<file path="src/u8esc_pkg.sv">
package u8esc_pkg;

  localparam int QueueDepthDefault = 2;

  localparam int PosWidth = 4;

  localparam logic [1:0] TAIL_NONE = 2'd0;
  localparam logic [1:0] TAIL_RAW  = 2'd1;
  localparam logic [1:0] TAIL_ESC2 = 2'd2;
  localparam logic [1:0] TAIL_HEX  = 2'd3;

  localparam logic [6:0] CH_BSLASH = 7'h5C;
  localparam logic [6:0] CH_LOW_U  = 7'h75;
  localparam logic [6:0] CH_UP_U   = 7'h55;
  localparam logic [6:0] CH_LOW_X  = 7'h78;
  localparam logic [6:0] CH_LOW_B  = 7'h62;
  localparam logic [6:0] CH_LOW_T  = 7'h74;
  localparam logic [6:0] CH_LOW_N  = 7'h6E;
  localparam logic [6:0] CH_LOW_V  = 7'h76;
  localparam logic [6:0] CH_LOW_F  = 7'h66;
  localparam logic [6:0] CH_LOW_R  = 7'h72;
  localparam logic [6:0] CH_LOW_E  = 7'h65;

  localparam logic [PosWidth-1:0] FLUSH_LEN_NARROW = 4'd6;
  localparam logic [PosWidth-1:0] FLUSH_LEN_WIDE   = 4'd10;

  typedef struct packed {
    logic        flush;
    logic        flush_wide;
    logic [31:0] code;
    logic [1:0]  tail_kind;
    logic [7:0]  tail_byte;
  } cmd_t;

  function automatic logic [6:0] hex_char(input logic [3:0] nib);
    logic [6:0] c;
    if (nib < 4'd10) begin
      c = 7'h30 + {3'b000, nib};
    end else begin
      c = 7'h57 + {3'b000, nib};
    end
    return c;
  endfunction

endpackage

</file>
<file path="src/u8esc_front.sv">
module u8esc_front (
  input  logic              clk,
  input  logic              rst,
  input  logic              cfg_we,
  input  logic              cfg_data,
  input  logic              accept,
  input  logic [7:0]        in_byte,
  output logic              push,
  output u8esc_pkg::cmd_t   cmd,
  output logic              code_pending
);

  logic        escape_controls;
  logic [31:0] code_accum;
  logic        code_pending_next;
  logic [31:0] code_accum_next;
  logic        is_cont;
  logic        ctrl;
  logic [6:0]  letter;

  assign is_cont = (in_byte[7:6] == 2'b10);
  assign ctrl    = (in_byte < 8'h20) || (in_byte == 8'h7F);

  always_comb begin
    unique case (in_byte)
      8'h08:   letter = u8esc_pkg::CH_LOW_B;
      8'h09:   letter = u8esc_pkg::CH_LOW_T;
      8'h0A:   letter = u8esc_pkg::CH_LOW_N;
      8'h0B:   letter = u8esc_pkg::CH_LOW_V;
      8'h0C:   letter = u8esc_pkg::CH_LOW_F;
      8'h0D:   letter = u8esc_pkg::CH_LOW_R;
      8'h1B:   letter = u8esc_pkg::CH_LOW_E;
      8'h5C:   letter = u8esc_pkg::CH_BSLASH;
      default: letter = u8esc_pkg::CH_LOW_X;
    endcase
  end

  always_comb begin
    cmd.flush         = 1'b0;
    cmd.flush_wide    = |code_accum[31:16];
    cmd.code          = code_accum;
    cmd.tail_kind     = u8esc_pkg::TAIL_NONE;
    cmd.tail_byte     = in_byte;
    code_pending_next = code_pending;
    code_accum_next   = code_accum;
    if (in_byte == 8'h00) begin
      cmd.flush         = code_pending;
      code_pending_next = 1'b0;
    end else if (code_pending && is_cont) begin
      code_accum_next = {code_accum[25:0], in_byte[5:0]};
    end else begin
      cmd.flush         = code_pending;
      code_pending_next = 1'b0;
      priority if (!in_byte[7]) begin
        if (!escape_controls || !(ctrl || in_byte == 8'h5C)) begin
          cmd.tail_kind = u8esc_pkg::TAIL_RAW;
        end else if (letter == u8esc_pkg::CH_LOW_X) begin
          cmd.tail_kind = u8esc_pkg::TAIL_HEX;
        end else begin
          cmd.tail_kind = u8esc_pkg::TAIL_ESC2;
          cmd.tail_byte = {1'b0, letter};
        end
      end else if (in_byte[7:5] == 3'b110) begin
        code_accum_next   = {27'd0, in_byte[4:0]};
        code_pending_next = 1'b1;
      end else if (in_byte[7:4] == 4'b1110) begin
        code_accum_next   = {28'd0, in_byte[3:0]};
        code_pending_next = 1'b1;
      end else if (in_byte[7:3] == 5'b11110) begin
        code_accum_next   = {29'd0, in_byte[2:0]};
        code_pending_next = 1'b1;
      end else begin
        cmd.tail_kind = u8esc_pkg::TAIL_HEX;
      end
    end
  end

  assign push = accept && (cmd.flush || cmd.tail_kind != u8esc_pkg::TAIL_NONE);

  always_ff @(posedge clk) begin
    if (rst) begin
      escape_controls <= 1'b1;
      code_pending    <= 1'b0;
      code_accum      <= 32'd0;
    end else begin
      if (cfg_we) begin
        escape_controls <= cfg_data;
      end
      if (accept) begin
        code_pending <= code_pending_next;
        code_accum   <= code_accum_next;
      end
    end
  end

endmodule

</file>
<file path="src/u8esc_queue.sv">
module u8esc_queue #(
  parameter int Depth = u8esc_pkg::QueueDepthDefault
) (
  input  logic             clk,
  input  logic             rst,
  input  logic             push,
  input  u8esc_pkg::cmd_t  push_cmd,
  input  logic             pop,
  output logic             full,
  output logic             head_valid,
  output u8esc_pkg::cmd_t  head_cmd
);

  localparam int PtrWidth   = $clog2(Depth);
  localparam int CountWidth = $clog2(Depth + 1);
  localparam logic [PtrWidth-1:0]   LastPtr = PtrWidth'(Depth - 1);
  localparam logic [CountWidth-1:0] Full    = CountWidth'(Depth);

  u8esc_pkg::cmd_t        slots [Depth];
  logic [PtrWidth-1:0]    wr_ptr;
  logic [PtrWidth-1:0]    rd_ptr;
  logic [CountWidth-1:0]  count;

  assign full       = (count == Full);
  assign head_valid = (count != '0);
  assign head_cmd   = slots[rd_ptr];

  always_ff @(posedge clk) begin
    if (push) begin
      slots[wr_ptr] <= push_cmd;
    end
  end

  always_ff @(posedge clk) begin
    if (rst) begin
      wr_ptr <= '0;
      rd_ptr <= '0;
      count  <= '0;
    end else begin
      if (push) begin
        wr_ptr <= (wr_ptr == LastPtr) ? '0 : wr_ptr + 1'b1;
      end
      if (pop) begin
        rd_ptr <= (rd_ptr == LastPtr) ? '0 : rd_ptr + 1'b1;
      end
      if (push && !pop) begin
        count <= count + 1'b1;
      end else if (pop && !push) begin
        count <= count - 1'b1;
      end
    end
  end

endmodule

</file>
<file path="src/u8esc_back.sv">
module u8esc_back (
  input  logic             clk,
  input  logic             rst,
  input  logic             head_valid,
  input  u8esc_pkg::cmd_t  head_cmd,
  output logic             pop,
  output logic             out_valid,
  input  logic             out_ready,
  output logic [6:0]       out_char,
  output logic             run_last
);

  localparam int W = u8esc_pkg::PosWidth;

  logic [W-1:0] pos;
  logic [W-1:0] flush_len;
  logic [W-1:0] tail_len;
  logic [W-1:0] total;
  logic [W-1:0] tail_pos;
  logic [W-1:0] nib_sel;
  logic [3:0]   code_nib;

  always_comb begin
    if (!head_cmd.flush) begin
      flush_len = '0;
    end else if (head_cmd.flush_wide) begin
      flush_len = u8esc_pkg::FLUSH_LEN_WIDE;
    end else begin
      flush_len = u8esc_pkg::FLUSH_LEN_NARROW;
    end
    unique case (head_cmd.tail_kind)
      u8esc_pkg::TAIL_NONE: tail_len = W'(0);
      u8esc_pkg::TAIL_RAW:  tail_len = W'(1);
      u8esc_pkg::TAIL_ESC2: tail_len = W'(2);
      u8esc_pkg::TAIL_HEX:  tail_len = W'(4);
      default:              tail_len = W'(0);
    endcase
  end

  assign total    = flush_len + tail_len;
  assign tail_pos = pos - flush_len;
  assign nib_sel  = flush_len - W'(1) - pos;
  assign code_nib = head_cmd.code[{nib_sel[2:0], 2'b00} +: 4];

  always_comb begin
    out_char = u8esc_pkg::CH_BSLASH;
    if (pos < flush_len) begin
      if (pos == W'(1)) begin
        out_char = head_cmd.flush_wide ? u8esc_pkg::CH_UP_U : u8esc_pkg::CH_LOW_U;
      end else if (pos != W'(0)) begin
        out_char = u8esc_pkg::hex_char(code_nib);
      end
    end else begin
      unique case (head_cmd.tail_kind)
        u8esc_pkg::TAIL_RAW: out_char = head_cmd.tail_byte[6:0];
        u8esc_pkg::TAIL_ESC2: begin
          if (tail_pos != W'(0)) begin
            out_char = head_cmd.tail_byte[6:0];
          end
        end
        u8esc_pkg::TAIL_HEX: begin
          if (tail_pos == W'(1)) begin
            out_char = u8esc_pkg::CH_LOW_X;
          end else if (tail_pos == W'(2)) begin
            out_char = u8esc_pkg::hex_char(head_cmd.tail_byte[7:4]);
          end else if (tail_pos == W'(3)) begin
            out_char = u8esc_pkg::hex_char(head_cmd.tail_byte[3:0]);
          end
        end
        default: out_char = u8esc_pkg::CH_BSLASH;
      endcase
    end
  end

  assign out_valid = head_valid;
  assign run_last  = (pos == total - W'(1));
  assign pop       = out_valid && out_ready && run_last;

  always_ff @(posedge clk) begin
    if (rst) begin
      pos <= '0;
    end else if (out_valid && out_ready) begin
      pos <= run_last ? '0 : pos + W'(1);
    end
  end

endmodule

</file>
<file path="src/utf8_escape_transcoder_unit.sv">
// UTF-8 to escaped-ASCII transcoder. Takes one byte per item on in_*; a zero
// byte ends the string and closes any open code point. Gives ASCII characters
// on out_*, with run_last marking the last character caused by a byte. The
// front end accepts a byte every cycle while its command queue (QUEUE_DEPTH
// entries) has room; the back end emits one character per cycle while
// out_ready is high. A byte yields 1 character for plain text, 2 for a short
// escape, 4 for \xNN, and a closed code point adds 6 (\uXXXX) or 10
// (\UXXXXXXXX). Lead bytes and continuation bytes of an open code point yield
// none. escape_controls resets to 1 and is written through cfg_we.
module utf8_escape_transcoder_unit #(
  parameter int QUEUE_DEPTH = u8esc_pkg::QueueDepthDefault
) (
  input  logic       clk,
  input  logic       rst,
  input  logic       cfg_we,
  input  logic       cfg_data,
  input  logic       in_valid,
  output logic       in_ready,
  input  logic [7:0] in_byte,
  output logic       out_valid,
  input  logic       out_ready,
  output logic [6:0] out_char,
  output logic       run_last
);

  logic             accept;
  logic             push;
  logic             pop;
  logic             full;
  logic             head_valid;
  logic             code_pending;
  u8esc_pkg::cmd_t  push_cmd;
  u8esc_pkg::cmd_t  head_cmd;

  assign in_ready = !full;
  assign accept   = in_valid && in_ready;

  u8esc_front u_front (
    .clk          (clk),
    .rst          (rst),
    .cfg_we       (cfg_we),
    .cfg_data     (cfg_data),
    .accept       (accept),
    .in_byte      (in_byte),
    .push         (push),
    .cmd          (push_cmd),
    .code_pending (code_pending)
  );

  u8esc_queue #(
    .Depth (QUEUE_DEPTH)
  ) u_queue (
    .clk        (clk),
    .rst        (rst),
    .push       (push),
    .push_cmd   (push_cmd),
    .pop        (pop),
    .full       (full),
    .head_valid (head_valid),
    .head_cmd   (head_cmd)
  );

  u8esc_back u_back (
    .clk        (clk),
    .rst        (rst),
    .head_valid (head_valid),
    .head_cmd   (head_cmd),
    .pop        (pop),
    .out_valid  (out_valid),
    .out_ready  (out_ready),
    .out_char   (out_char),
    .run_last   (run_last)
  );

  assert property (@(posedge clk) disable iff (rst)
    (accept && code_pending && in_byte[7:6] == 2'b10) |-> !push)
    else $error("continuation byte queued output");

  assert property (@(posedge clk) disable iff (rst)
    (accept && in_byte == 8'h00) |=> !code_pending)
    else $error("code point open after terminator");

  assert property (@(posedge clk) disable iff (rst)
    (out_valid && out_ready && !run_last) |=> out_valid)
    else $error("run ended without last character");

endmodule

</file>
<file path="config.mk">
export PLATFORM = sky130hd
export DESIGN_NAME = utf8_escape_transcoder_unit
export DESIGN_NICKNAME = d
export VERILOG_FILES = /design/src/u8esc_pkg.sv /design/src/u8esc_front.sv /design/src/u8esc_queue.sv /design/src/u8esc_back.sv /design/src/utf8_escape_transcoder_unit.sv
export SDC_FILE = /design/constraint.sdc
export NUM_CORES = 1
export LEC_CHECK = 0
export BUFFER_PORTS_ARGS = -buffer_cell sky130_fd_sc_hd__buf_2
export CAP_MARGIN = 20
export CORE_MARGIN = 2
export CORE_UTILIZATION = 40
export DETAILED_ROUTE_END_ITERATION = 16
export GPL_TIMING_DRIVEN = 0
export PLACE_DENSITY_LB_ADDON = 0.15
export SETUP_SLACK_MARGIN = 0.3
export SYNTH_ARGS = -nofsm -noshare
export SYNTH_HDL_FRONTEND = slang
export SYNTH_SLANG_ARGS = --single-unit
</file>
<file path="constraint.sdc">
create_clock -name clk -period 4.74 [get_ports clk]
set_clock_uncertainty 0.1 [all_clocks]
set_input_delay 0.711 -clock clk [delete_from_list [all_inputs] [get_ports clk]]
set_output_delay 0.711 -clock clk [all_outputs]
set_load 0.01 [all_outputs]
</file>
==> flow_summary.ini <==
[floorplanning]
die_area_um2 = 16400
rows = 45
core-area_um2 = 15100
io_pins = 24
die_w_um = 128
start_util_pct = 40.7
die_y_um = 128

[yosys]
avgSynthCellArea_um2 = 12.4
syn_area_um2 = 6170
synth_fa_ha_area_share_pct = 3.49
seq_area_frac_synth_pct = 56.8
yosysWarnings = 0
synth_cell_types = 61
yosys.area.top_type_share_pct = 42.8
synth_edf_count = 88
synth_top_area_cell = edfxtp_1
netlist_top_cells_area = edfxtp_1 43%, dfxtp_1 14%, mux2i_1 3.7%, a22oi_1 3.4%, nor2_1 3.2%
synth_compound_area_share_pct = 12.9
ys_ff_latch = 131
synthMuxAreaShare_pct = 10.5
synth_top_family_by_area = compound AO/OA/AOI/OAI gates
ys.flop_type = edfxtp_1
synth_fp_nets = 526
synth_xor_area_share_pct = 2.72
syn_inst = 496
async_flop_share_pct = 0
synth-simple-area-share_pct = 10.6

[timing]
slew_viol_final = 0
fin_crit_sh_pct = 91.5
hold_slack_ns = 0.387
setup_tns_ns = 0
clock.fmax_mhz = 231
setup_ws_ns = 0.405
final-hold-violation-count = 0
fin_crit_ns = 4.33
tightest_slew_ns = 0.617
rsz0062_at_grt = true
finalSetupViolations = 0
relSlewSlack_pct = 58.9

[critical_path]
crit_family = multiplexers
worstPathArrival_ns = 3.52
worstSetupPathType = flip-flop to output port
path_buf_inv = 6
crit_chain = buf_6 > buf_12 > buf_8 > mux2_4 > ha_4 > buf_12 > nand2b_1 > mux4_2 > a32oi_4 > inv_2 > ha_1 > a211oi_2 > a21o_1 > buf_2
cp_slowest_cell = mux4_2
crit_path_start_kind = flip-flop
critPathMaxStageDelay_ns = 0.50
crit_path_end_kind = output port
crit_required_ns = 3.93
crit_top_cell = buf_12
path_max_fanout = 9

[cells_and_area]
fin_util_pct = 49.5
multi_input_area_um2 = 2610
layout.nets = 586
layout.cells.non_filler = 757
antenna_cells = 0
drive_gt1_share_pct = 20.9
seqCellArea_um2 = 3500
syn2layout_area_growth_pct = 21.5
final_area_um2 = 7500
n_fill_cell = 1341

[power_and_ir_drop]
power_mw = 3.37
p_clk_share_pct = 41.9
internal_power_mw = 2.52
power_density_nw_per_um2 = 450
power_switching_mw = 0.846
vdd_drop_max_v = 0.000259
p_seq_share_pct = 39.1
leakagePower_nw = 2.70
switching_share_pct = 25.1
p_comb_share_pct = 19.0

[flow_run]
cap_violations = 0

[route]
final_antenna_net_count = 0
dr.pass1.iters = 5
wl_um = 14400
vias_per_cell = 5.53
avgRoutedWirePerCell_um = 19.0
drc = 0
drt-initial-drc-count = 243
vias = 4184

[place]
gp_congestion = 0.820
place_area_um2 = 6550
dpl.hpwl_um = 10100
dpl.cell_count = 705
io_buffer_count = 19
dp_slack_ns = -0.0199

[cts]
clock-sinks = 131
clk_latency_ns = 0.42
cts_max_level = 4
clockBufferDepth = 2
cts_tree = yes
clkTransAtPathRegs_ns = 0.05
ctsRootBufferMaster = clkbuf_16
cts_hold_buf = 0
cts_buffers = 17

[global_route]
grt_max_degree = 31
antenna_found_initial = 0
grt_usage_pct = 18.4
gr-total-overflow = 0
grt_pass1_vias = 4129
grt_pass1_wl_um = 22300

[outcome]
run_status = finished clean

[hold_path]
hold_class = flip-flop to flip-flop
[metal layers]
metal  GRT usage [%]  part of all wire, %  vias up
li1                -                    -     2018
met3            4.55                  3.6       17
met5               0                    0        -
met4            6.66                  1.3        0
met1            23.7                   47     2066
met2            30.1                   48       83
[logic make-up after synthesis]
family | Yosys count
muxes | 44
xor gates and xnor gates | 17
adders and majority gates | 16
and+or+nand+nor | 136
AOI/OAI and AO/OA | 114
buffers and inverters | 38
DFF | 131
[cells in the mapped netlist (3+ instances only)]
cell type	n
nor3_1	4
o22ai_1	3
nand2b_1	5
nor4_1	8
a21oi_1	26
a22oi_1	28
o21ai_0	16
a21o_1	4
inv_1	14
nand4_1	4
dfxtp_1	43
buf_4	4
nand2_1	32
mux2i_1	23
ha_1	14
clkbuf_1	14
xnor2_1	9
mux2_2	7
or2_2	4
nand3_1	6
nor2b_1	8
edfxtp_1	88
and4b_1	3
a311oi_1	3
o21a_1	4
a32oi_1	4
mux4_2	7
xor2_1	7
a211oi_1	7
mux4_1	7
nor2_1	52
[power by group through the flow]
stage | Sequential (mW) | Clock [mW] | Combinational, mW
floorplan | 1.34 | 0 | 0.387
global route | 1.33 | 1.48 | 0.695
global placement | 1.35 | 0 | 0.521
CTS | 1.32 | 1.43 | 0.597
finish | 1.32 | 1.41 | 0.641
detailed placement | 1.34 | 0 | 0.543
[registers in the layout, summed over array words and instances (netlist names), named ones only]
name and flops:
u_back.pos 4, u_queue.slots 88, u_queue.wr_ptr 1, u_queue.count 2, u_front.escape_controls 1, u_front.code_pending 1
u_front.code_accum 32, u_queue.rd_ptr 1
[layout by cell type (no fill, tap or decap), types with 6 or more instances in the layout]
cell and instances:
a21oi_1 25, mux4_1 7, nand2_1 31, ha_1 12, nor4_1 6, dfxtp_1 43
mux2i_1 20, nor2_1 51, buf_2 20, o21ai_0 16, nand3_1 6, mux2_2 6
clkbuf_1 17, inv_1 13, xnor2_1 9, mux4_2 7, nor2b_1 7, clkbuf_16 17
buf_4 21, xor2_1 6, edfxtp_1 88, a22oi_1 28, a211oi_1 6
[cell type report]
cell class,instances,share of cell area (%)
plain buffers,23,2.20
clock buffers,22,6.19
clock inverters,10,2.39
inverters,15,0.768
multi-input cells,327,34.8
flip-flops and latches,131,46.7
well taps,188,3.14
repair buffers,41,3.82
[final timing paths]
path,start,to,slack (ns),cells past startpoint
worst max register to register,flip-flop,u_queue.count[1],0.68,17
worst max-delay path,flip-flop,out_char[1],0.41,14
worst min-delay path,u_front.code_accum[6],u_queue.slots[1][16],0.39,0
worst min register to register,u_front.code_accum[6],u_queue.slots[1][16],0.39,0
[timing repair]
item,4_1_cts,5_1_grt
pin swaps,4,8
cloned,0,0
endpoints found under the setup margin,7,8
gates resized for setup,21,12
setup buffers,8,11
Note: power is estimated with default switching activity, not from simulation.
